### config.mk
export PLATFORM = sky130hd
export DESIGN_NAME = chm_ctrl
export DESIGN_NICKNAME = d
export VERILOG_FILES = /design/src/hw/rtl/chm_pkg.sv /design/src/hw/rtl/chm_ctrl.sv
export SDC_FILE = /design/constraint.sdc
export NUM_CORES = 1
export LEC_CHECK = 0
export BUFFER_PORTS_ARGS = -buffer_cell sky130_fd_sc_hd__buf_2
export CORE_AREA = 2 2 39 41
export DETAILED_ROUTE_END_ITERATION = 8
export DIE_AREA = 0 0 41 43
export GPL_ROUTABILITY_DRIVEN = 0
export PLACE_DENSITY_LB_ADDON = 0.15
export SLEW_MARGIN = 20
export SYNTH_ARGS = -nofsm -noshare
export SYNTH_HDL_FRONTEND = slang
export SYNTH_SLANG_ARGS = --single-unit
export TNS_END_PERCENT = 30
### constraint.sdc
create_clock -name clk_i -period 1.5 [get_ports clk_i]
set_clock_uncertainty 0.2 [all_clocks]
set_input_delay 0.225 -clock clk_i [delete_from_list [all_inputs] [get_ports clk_i]]
set_output_delay 0.225 -clock clk_i [all_outputs]
set_load 0.05 [all_outputs]
### src/hw/rtl/chm_pkg.sv
// shared types and constants of the chained hash map
package chm_pkg;

  // default sizes
  localparam int unsigned BUCKETS_DEF  = 1024;
  localparam int unsigned POOL_DEF     = 4096;
  localparam int unsigned KEY_BITS_DEF = 32;

  // fixed field widths of the stream payload
  localparam int unsigned OP_BITS   = 2;
  localparam int unsigned KEY_FIELD = 32;
  localparam int unsigned VAL_BITS  = 32;
  localparam int unsigned IN_BITS   = 64;
  localparam int unsigned OUT_BITS  = 40;

  // operation codes
  typedef enum logic [OP_BITS-1:0] {
    OP_LOOKUP = 2'd0,
    OP_INSERT = 2'd1,
    OP_CLEAR  = 2'd2,
    OP_NOP    = 2'd3
  } op_e;

  // controller states
  typedef enum logic [2:0] {
    ST_INIT,
    ST_IDLE,
    ST_HASH,
    ST_HCHK,
    ST_ECHK0,
    ST_ECHK,
    ST_APPEND,
    ST_RESP
  } state_e;

  // commands from controller to datapath
  typedef struct packed {
    logic init_step;
    logic load;
    logic mod_step;
    logic ent_rd_head;
    logic ent_rd_next;
    logic new_head;
    logic link_tail;
    logic new_entry;
    logic clr_pool;
    logic hit;
    logic resp;
  } cmd_t;

  // status from datapath to controller
  typedef struct packed {
    op_e  in_op;
    logic is_ins;
    logic pool_full;
    logic head_ok;
    logic bkt_ok;
    logic key_eq;
    logic next_valid;
    logic mod_done;
    logic init_last;
    logic out_free;
  } sts_t;

endpackage

### src/hw/rtl/chm_ctrl.sv
// controller state machine of the chained hash map
module chm_ctrl (
  input  logic          clk_i,
  input  logic          rst_ni,
  input  logic          in_valid_i,
  output logic          in_ready_o,
  output chm_pkg::cmd_t cmd_o,
  input  chm_pkg::sts_t sts_i
);
  import chm_pkg::*;

  state_e state_q, state_d;

  // state register
  always_ff @(posedge clk_i or negedge rst_ni) begin
    if (!rst_ni) begin
      state_q <= ST_INIT;
    end else begin
      state_q <= state_d;
    end
  end

  // next state
  always_comb begin
    state_d = state_q;
    case (state_q)
      ST_INIT: begin
        if (sts_i.init_last) state_d = ST_IDLE;
      end
      ST_IDLE: begin
        if (in_valid_i) begin
          case (sts_i.in_op)
            OP_LOOKUP: state_d = ST_HASH;
            OP_INSERT: state_d = sts_i.pool_full ? ST_RESP : ST_HASH;
            default:   state_d = ST_RESP;
          endcase
        end
      end
      ST_HASH: begin
        if (sts_i.mod_done) state_d = ST_HCHK;
      end
      ST_HCHK: begin
        state_d = sts_i.head_ok ? ST_ECHK0 : ST_RESP;
      end
      ST_ECHK0, ST_ECHK: begin
        if (state_q == ST_ECHK0 && !sts_i.bkt_ok) begin
          state_d = ST_RESP;
        end else if (sts_i.is_ins) begin
          state_d = sts_i.next_valid ? ST_ECHK : ST_APPEND;
        end else if (sts_i.key_eq || !sts_i.next_valid) begin
          state_d = ST_RESP;
        end else begin
          state_d = ST_ECHK;
        end
      end
      ST_APPEND: state_d = ST_RESP;
      ST_RESP: begin
        if (sts_i.out_free) state_d = ST_IDLE;
      end
      default: state_d = ST_INIT;
    endcase
  end

  // command outputs
  always_comb begin
    cmd_o      = '0;
    in_ready_o = 1'b0;
    case (state_q)
      ST_INIT: cmd_o.init_step = 1'b1;
      ST_IDLE: begin
        in_ready_o = 1'b1;
        if (in_valid_i) begin
          cmd_o.load     = 1'b1;
          cmd_o.clr_pool = (sts_i.in_op == OP_CLEAR);
        end
      end
      ST_HASH: cmd_o.mod_step = 1'b1;
      ST_HCHK: begin
        if (sts_i.head_ok) begin
          cmd_o.ent_rd_head = 1'b1;
        end else begin
          cmd_o.new_head = sts_i.is_ins;
        end
      end
      ST_ECHK0, ST_ECHK: begin
        if (state_q == ST_ECHK0 && !sts_i.bkt_ok) begin
          // stale head left by a clear: bucket is empty
          cmd_o.new_head = sts_i.is_ins;
        end else if (sts_i.is_ins) begin
          cmd_o.ent_rd_next = sts_i.next_valid;
          cmd_o.link_tail   = !sts_i.next_valid;
        end else if (sts_i.key_eq) begin
          cmd_o.hit = 1'b1;
        end else begin
          cmd_o.ent_rd_next = sts_i.next_valid;
        end
      end
      ST_APPEND: cmd_o.new_entry = 1'b1;
      ST_RESP:   cmd_o.resp = sts_i.out_free;
      default: ;
    endcase
  end

endmodule

Word level (Yosys, flattened, before mapping)

Cells that the tools add are included.

Add/sub/neg operators: 0
$mul: 0
Div/mod/pow operators: 0
Magnitude comparators: 0
Equal/unequal tests: 13
Shift-type cells: 0
Mux-type cells: 37
Bitwise operators: 0
Reduce and logical (&&, ||, !) cells: 8

Operator list:

| cell                                          | number |
|---|---|
| two-way mux 1 bit                             | 24 |
| one-hot mux 3 bit (7 select lines)            | 1 |
| two-way mux 3 bit                             | 5 |
| == test 3 bit, second input constant          | 4 |
| two-way mux 2 bit                             | 5 |
| inequality test 2 bit, second input constant  | 4 |
| == test 3 x 2 -> 1 bit, second input constant | 2 |
| one-hot mux 3 bit (2 select lines)            | 1 |
| AND reduction 4 bit                           | 1 |
| == test 3 x 1 -> 1 bit, second input constant | 1 |
| zero test 3 bit                               | 1 |
| == test 2 x 1 -> 1 bit, second input constant | 1 |
| == test 2 bit, second input constant          | 1 |
| zero test 1 bit                               | 2 |
| zero test 2 bit                               | 1 |
| one-hot mux 1 bit (2 select lines)            | 1 |
| OR reduction 2 bit                            | 1 |
| logical AND 1 bit                             | 1 |
| logical OR 1 bit                              | 1 |

Flip-flop bits (word level): 3
Latch bits: 0
Memory bits (writable): 0
Memory bits (read-only): 0
Bits of input ports: 14
Logic and storage cells: 59
Memories kept: 0

Logic depth before layout (Yosys ltp)

Gate-level depths: netlist (run 1).

Depth after elaboration: 6
Depth in mapped cells: 5
Depth with buffers taken out: 4

Least setup slack after synthesis (run 1)

Ideal clock, no wire load.

Kind: register to output
Start: register state_q[2]
End: output cmd_o[2] (netlist bit)
Arrival: 2,237 ps
Required time: 1,075 ps
Setup slack: -1,162 ps
Stages on the path, launching flop included: 4
Path buffers: 0
Path through: dfrtp_1 > nor3b_2 > and2_1 > and3b_1

RTL lines:

| element                | line           | RTL |
|---|---|---|
| from (decl)            | chm_ctrl.sv:12 | `state_e state_q, state_d;` |
| from (signal assigned) | chm_ctrl.sv:19 | `state_q <= state_d;` |
| to (decl)              | chm_ctrl.sv:7  | `output chm_pkg::cmd_t cmd_o,` |

==> results of run 1 <==
==> final timing paths <==
path	end	slack, ps	cells after the start
worst min-delay path	state_q[1]	100	2
worst max-delay path	cmd_o[4]	-320	4
min in group clk_i	state_q[0]	150	3
max in group asynchronous	state_q[0]	880	2
worst max register to register	state_q[0]	-130	5
worst min register to register	state_q[2]	560	2
==> placed cells by master, fill, tap and decap left out, types with 2 or more instances in the layout <==
| cell type | Yosys | routed |
|---|---|---|
| nor3_2 | 0 | 2 |
| nor2b_1 | 2 | 2 |
| a21o_1 | 2 | 2 |
| o21ai_0 | 3 | 3 |
| nand2_1 | 5 | 5 |
| dfrtp_2 | 0 | 3 |
| buf_6 | 0 | 12 |
| nor3b_4 | 0 | 4 |
| a21oi_1 | 2 | 2 |
| clkbuf_4 | 0 | 3 |
| nor2_1 | 3 | 2 |
| buf_2 | 0 | 15 |
| buf_4 | 3 | 12 |
==> cells by family after synthesis <==
group | share of synthesized area (%)
AND/OR/NAND/NOR | 38.8
AO/OA/AOI/OAI | 31.1
buffers and inverters | 7.02
flip-flops | 20.1
multiplexers | 3.01
==> metal layers <==
layer	track usage, %	share of wire [%]
met1	17.7	43
met2	26.9	51
met3	1.57	3.3
met4	8.00	2.1
met5	0	0
==> worst max-delay path: cells and delay by family, from the launching register on <==
kind                   cells  cell delay [ps]
buffers and inverters      1              180
flip-flops                 1              460
AND/OR/NAND/NOR            2              440
AO/OA/AOI/OAI              1               80
==> through the flow <==
| stage | setup TNS (ps) | hold WS (ps) | util (%) | instance area [µm²] |
|---|---|---|---|---|
| final | -2930 | 101 | 59.9 | 830 |
| after global routing | -3690 | 132 | 59.9 | 830 |
| after CTS | -2960 | 97.8 | 56.9 | 787 |
| after detailed placement | -1660 | -179 | 47.4 | 656 |
| after global placement | -1530 | -179 | 47.4 | 656 |
| after floorplan | -3220 | -271 | - | 443 |
==> cell type report <==
cell class | instances | area share (%)
multi-input combinational | 41 | 44.9
timing repair buffer | 41 | 39.2
sequential | 3 | 9.50
clock buffer | 4 | 3.17
tap | 16 | 2.41
inverter | 1 | 0.754
==> where the power goes <==
group          internal (µW)  switching [µW]  leakage, µW
Combinational            678             759     0.000338
Clock                    100            47.8    0.0000150
Sequential               131            84.7    0.0000327
Total                    909             891     0.000385
==> what timing repair did <==
| item | in CTS | in global routing |
|---|---|---|
| pin swaps | 5 | 3 |
| setup buffers | 1 | 1 |
| hold buffers | 1 | 0 |
| endpoints found under the setup margin | 15 | 15 |
| gates resized for setup | 29 | 7 |
| hold endpoints to repair | 3 | 0 |
==> flow_summary.yaml, run 1 <==
worst_hold_path:
  hp-class: "primary input to async pin"
global_routing:
  grt_remaining_overflow: 0
  grt_pass1_vias: 471
  grt_start_max_net_pins: 10
  antenna_found_initial: 0
  grt_pass1_wl_um: 1890
  grt_usage_pct: 15.7
place:
  dp_cells: 99
  post-dp-hpwl_um: 848
  place.port_buffers: 25
  post-place-ws_ps: -237
routing:
  antenna_left: 0
  wl_per_cell_um: 11.3
  first_pass_iters: 2
  drt-total-wl_um: 1200
  viasPerCell: 4.88
  drt_iter0_markers: 2
  drcViolationCount: 0
  vias: 517
critical_path:
  reg2reg_from: "state_q[1]"
  cpMaxStageDelayCell: "dfrtp_2"
  max_stage_delay_ps: 460
  critPathArrivalTime_ps: 1390
  crit_start: "state_q[1]"
  start_kind: "flip-flop"
  worstPathMaxFanout: 6
  crit_path_end_kind: "primary output"
  critical_path_class: "flip-flop to primary output"
  crit_chain: "and2b_2, o21ai_2, nor3b_4, buf_6"
  cp.required_ps: 1070
sta:
  setup_ws_ps: -319
  maxSlewHeadroom_pct: 80.7
  max_freq_ghz: 0.550
  setup-violations-final: 15
  hold_viol_final: 0
  worst_pin_slew_ps: 288
  rsz0062_at_grt: "true"
  fin_crit_sh_pct: 121
  final-max-slew-violation-count: 0
  min_period_ps: 1820
synthesis:
  synth_top_area_share_pct: 20.1
  yosys_most_used_dff: "dfrtp_1"
  synth_area_um2: 374
  async_reset_ff_share_pct: 100
  ys_ff_latch: 3
  ys.warnings.count: 0
  synth-seq-area-share_pct: 20.1
  syn_inst: 48
  synth_edf_count: 0
  synth_most_common_cell: "nand2_1"
  yosysTopAreaCell: "dfrtp_1"
  yosysUniqueCellTypes: 29
  postSynthAreaPerCell_um2: 7.79
  synth_area_leaders: "dfrtp_1 20%, buf_4 6.0%, nor3b_1 6.0%, nand2_1 5.0%, nor3_1 4.0%"
  synth_nets: 62
die:
  io_pins: 26
  fp.dieH_um: 43
  start_util_pct: 27.0
  dieArea_mm2: 0.00176
  fp.dieW_um: 41
  rows: 14
  core_mm2: 0.00138
cts:
  h-tree-depth: 1
  cts_made_buffers: 3
  clkSlewWorstSetupHoldPaths_ps: 40
  cts.sinks: 3
  clk_latency_ps: 240
  cts_tree: "yes"
  cts_root_buf: "clkbuf_4"
  max-clock-path-buffers: 2
power:
  leakage_uw: 0.000385
  ir_drop_mv: 1.26
  finalPower_uw: 1800
  p_per_area_mw_per_mm2: 2170
outcome:
  outcome: "finished, violations left"
  violations: "setup timing"
layout:
  drive_above_1_share_pct: 73.3
  reg_top3: "state_q (3)"
  num_antenna_cells: 0
  areaGrowthSynthToFinish_pct: 122
  multi_input_area_um2: 373
  top_register: "state_q"
  nets: 105
  fin_cells: 106
  fillCellCount: 127
  seq_area_um2: 78.8
  largest_register_ff_count: 3
job:
  drv_cap: 0
Power figures use the tool's default switching activity.
==> run 2, diff against run 1 <==
Settings changed: TNS_END_PERCENT 30 to unset.
==> run 2 against run 1 <==
- the run still ends with setup timing left
- non-clock buffer count is 5 higher
- via count is 2.9% higher
- clock power is 6% lower
- utilization is 11 points higher
- first-iteration DRC count is 50% lower
- hold slack better by 23 ps
==> flow_summary.yaml, run 2 (synthesis results as in run 1) <==
power:
  switching_share_pct: 47.2
  combPwrFrac_pct: 84.7
  p_per_area_mw_per_mm2: 2150
  p_sw_uw: 990
  seqPwrFrac_pct: 8.7
  finalPower_uw: 2100
  internal_power_uw: 1110
  clkPwrFrac_pct: 6.6
  ir_drop_mv: 1.14
  leakage_uw: 0.000445
place:
  dp_cells: 101
  post-dp-hpwl_um: 908
  place.port_buffers: 25
global_routing:
  grt_pass1_vias: 519
  grt_pass1_wl_um: 2000
  grt_remaining_overflow: 0
  antenna_found_initial: 0
  grt_start_max_net_pins: 10
  grt_usage_pct: 16.0
die:
  core_mm2: 0.00138
  fp.dieW_um: 41
  rows: 14
  dieArea_mm2: 0.00176
  start_util_pct: 27.0
  fp.dieH_um: 43
  io_pins: 26
layout:
  layout_commonest_cell: "buf_6"
  largest_register_ff_count: 3
  final_cell_mix: "16 x buf_6, 13 x buf_2, 12 x buf_4"
  areaGrowthSynthToFinish_pct: 161
  seq_area_um2: 77.6
  top_register: "state_q"
  fin_cells: 111
  num_antenna_cells: 0
  multi_input_area_um2: 440
  nets: 110
  drive_above_1_share_pct: 80.0
  fillCellCount: 116
  reg_top3: "state_q (3)"
cts:
  cts.sinks: 3
  clk_latency_ps: 230
  cts_made_buffers: 3
  cts_tree: "yes"
  cts_root_buf: "clkbuf_4"
  max-clock-path-buffers: 2
  h-tree-depth: 1
  clkSlewWorstSetupHoldPaths_ps: 40
routing:
  wl_per_cell_um: 10.4
  drt-total-wl_um: 1160
  drcViolationCount: 0
  drt_iter0_markers: 1
  vias: 532
  first_pass_iters: 2
  viasPerCell: 4.79
  antenna_left: 0
job:
  drv_cap: 0
critical_path:
  crit_chain: "and2b_2, o21ai_4, nor3b_4, buf_6"
  crit_path_end_kind: "primary output"
  critical_path_class: "flip-flop to primary output"
  worstPathMaxFanout: 5
  critPathArrivalTime_ps: 1380
  max_stage_delay_ps: 440
  cpMaxStageDelayCell: "dfrtp_2"
  start_kind: "flip-flop"
  cp.required_ps: 1070
sta:
  hold_viol_final: 0
  worst_pin_slew_ps: 310
  setup_ws_ps: -303
  maxSlewHeadroom_pct: 79.2
  final-max-slew-violation-count: 0
  fin_hold_ws_ps: 124
  max_freq_ghz: 0.554
  fin_crit_sh_pct: 120
  rsz0062_at_grt: "true"
  setup-violations-final: 15
  min_period_ps: 1800
outcome:
  violations: "setup timing"
  outcome: "finished, violations left"
worst_hold_path:
  hp-class: "primary input to async pin"
-- run 2: cell count changes in the layout (fill, tap and decap cells not counted), sizes merged --
| cell | previous run | this run |
|---|---|---|
| buf | 40 | 45 |
-- run 2: power groups by stage --
stage | sequential [µW] | clock, µW | combinational, µW
floorplan | 187 | 0 | 961
global placement | 175 | 0 | 1330
detailed placement | 175 | 0 | 1340
CTS | 179 | 149 | 1640
global route | 194 | 160 | 1890
finish | 183 | 139 | 1780
-- run 2: path summary, 6_finish.rpt --
path	from	depth (start not counted)	slack, ps	end
min in group clk_i	sts_i[1]	3	140	state_q[0]
max	state_q[1]	4	-300	cmd_o[4]
max reg2reg	state_q[2]	6	-160	state_q[1]
max in group asynchronous	rst_ni	2	860	state_q[1]
min	rst_ni	2	120	state_q[2]
min reg2reg	state_q[1]	1	420	state_q[1]
-- run 2: what timing repair did --
action	in CTS	in global routing
buffers inserted	4	2
endpoints found under the hold margin	3	0
pin swaps	8	4
hold buffers	1	0
gates resized for setup	40	9
endpoints found under the setup margin	15	15
-- run 2: through the flow --
| stage | cell area, µm² | TNS [ps] | setup WS, ps | utilization (%) |
|---|---|---|---|---|
| final | 976 | -3130 | -303 | 70.5 |
| after global routing | 976 | -4130 | -369 | 70.5 |
| after CTS | 912 | -2770 | -302 | 65.9 |
| after global placement | 718 | -1060 | -147 | 51.9 |
| after detailed placement | 718 | -1130 | -151 | 51.9 |
| after floorplan | 490 | -1470 | -627 | - |
-- run 2: cell type report --
class	count	area share (%)
Clock buffer	4	2.69
Inverter	1	0.641
Multi-Input combinational cell	41	45.1
Sequential cell	3	7.95
Tap cell	16	2.05
Timing Repair Buffer	46	41.5
-- run 2: worst max-delay path, delay by kind of cell, from the launching register on --
family	cells	cell delay (ps)
AO/OA/AOI/OAI	1	80
buffers and inverters	1	180
flip-flops	1	440
AND/OR/NAND/NOR	2	450
-- run 2: routing by layer --
metal	vias to the layer above	track usage [%]	part of all wire (%)
li1	273	-	-
met1	246	20.8	42
met2	13	25.9	55
met3	0	1.57	2.5
met4	0	6.00	0
met5	-	0	0
==> run 3, diff against run 2 <==
Clock period 1.5 ns to 1.8 ns, I/O delays scaled along.
==> run 3 against run 2 <==
- the run still ends with setup timing left
- count of clock-buffer cells in the layout unchanged
- flip-flop and latch count unchanged
- first-iteration DRC count rose to 3.0 times the previous value
- highest routed layer unchanged
- largest power group unchanged
- sequential share of layout area up 1.9 points
==> flow_summary.yaml, run 3 (synthesis results as in run 1) <==
layout:
  final_cell_mix: "15 x buf_2, 10 x buf_6, 10 x buf_4"
  reg_top3: "state_q (3)"
  top_register: "state_q"
  drive_above_1_share_pct: 71.3
  fin_area_um2: 790
  largest_register_ff_count: 3
  nets: 102
  num_antenna_cells: 0
  areaGrowthSynthToFinish_pct: 111
  fin_cells: 103
  layout_commonest_cell: "buf_2"
cts:
  cts.sinks: 3
  clkSlewWorstSetupHoldPaths_ps: 40
  max-clock-path-buffers: 2
  cts_root_buf: "clkbuf_4"
  h-tree-depth: 1
  clk_latency_ps: 230
  cts_made_buffers: 3
  cts_tree: "yes"
power:
  leakage_uw: 0.000365
  p_per_area_mw_per_mm2: 1770
  ir_drop_mv: 0.884
global_routing:
  grt_remaining_overflow: 0
  grt_start_max_net_pins: 10
  grt_pass1_vias: 474
  grt_pass1_wl_um: 1910
  antenna_found_initial: 0
  grt_usage_pct: 15.5
sta:
  setup_ws_ps: -58.3
  final-max-slew-violation-count: 0
  hold_viol_final: 0
  fin_crit_sh_pct: 103
  setup-violations-final: 3
  worst_pin_slew_ps: 275
  max_freq_ghz: 0.538
  min_period_ps: 1860
  fin_tns_setup_ps: -128
  maxSlewHeadroom_pct: 81.5
  rsz0062_at_grt: "true"
outcome:
  outcome: "finished, violations left"
  violations: "setup timing"
critical_path:
  crit_path_end_kind: "primary output"
  max_stage_delay_ps: 430
  reg2reg_from: "state_q[0]"
  worstPathMaxFanout: 4
  critical_path_class: "flip-flop to primary output"
  critPathArrivalTime_ps: 1390
  crit_chain: "nor3b_4, and2_4, and3b_2, buf_8"
  cp.required_ps: 1330
  cpMaxStageDelayCell: "dfrtp_2"
  start_kind: "flip-flop"
  crit_start: "state_q[2]"
routing:
  drt_iter0_markers: 3
  wl_per_cell_um: 11.5
  vias: 495
  antenna_left: 0
  drcViolationCount: 0
  viasPerCell: 4.81
  drt-total-wl_um: 1180
  first_pass_iters: 4
worst_hold_path:
  hp-class: "primary input to async pin"
place:
  post-place-ws_ps: 38.3
  dp_cells: 95
  post-dp-hpwl_um: 907
  place.port_buffers: 25
  place_area_um2: 617
die:
  io_pins: 26
  core_mm2: 0.00138
  dieArea_mm2: 0.00176
  fp.dieH_um: 43
  start_util_pct: 27.0
  fp.dieW_um: 41
  rows: 14
job:
  drv_cap: 0
==> run 3: cell count changes in the layout (fill, tap and decap cells not counted), sizes merged <==
cell,change
buf,-9
clkbuf,+1
==> run 3: area by class of cell <==
cell class,instances,area (µm²)
well taps,16,20.0
fillers,124,594
repair buffers,38,295
inverters,1,3.75
flip-flops and latches,3,77.6
multi-input cells,41,367
clock buffers,4,26.3
==> run 3: timing repair <==
action / in CTS / in global routing
cloned: 0 / 0
buffers inserted: 2 / 1
resized for setup: 19 / 14
pin swaps: 3 / 5
setup endpoints to repair: 9 / 11
endpoints found under the hold margin: 3 / 0
hold buffers: 1 / 0
==> run 3: power breakdown <==
part	leakage [µW]	switching, µW	total (µW)	internal [µW]
combinational	0.000316	624	1130	502
sequential	0.0000335	44.2	151	107
clock	0.0000150	36.3	119	83.2
total	0.000365	704	1400	692
==> run 3: worst paths after layout <==
| check | end | slack, ps | cells after the start |
|---|---|---|---|
| max | cmd_o[2] | -60 | 4 |
| min | state_q[1] | 160 | 2 |
| max reg2reg | state_q[1] | 190 | 5 |
| min reg2reg | state_q[0] | 490 | 3 |
| max in group asynchronous | state_q[2] | 1120 | 2 |
| min in group clk_i | state_q[0] | 170 | 3 |
==> run 3: worst max-delay path, delay by kind of cell, from the launching register on <==
| family | cells | cell delay (ps) |
|---|---|---|
| simple gates | 3 | 580 |
| flops | 1 | 430 |
| buf+inv | 1 | 140 |
==> run 3: metrics by stage <==
step / hold WS [ps] / util (%) / total power (µW)
after floorplan: -226 / - / 835
after global placement: -128 / 44.6 / 1080
after detailed placement: -128 / 44.6 / 1080
after CTS: 153 / 52.8 / 1300
after global routing: 150 / 57.1 / 1500
final: 164 / 57.1 / 1400
==> run 3: metal layers <==
metal / vias to the layer above / global-route usage [%] / wire length (µm)
li1: 257 / - / -
met1: 227 / 20.5 / 550
met2: 11 / 23.4 / 573
met3: 0 / 2.09 / 58
met4: 0 / 8.00 / 0
met5: - / 0 / 0
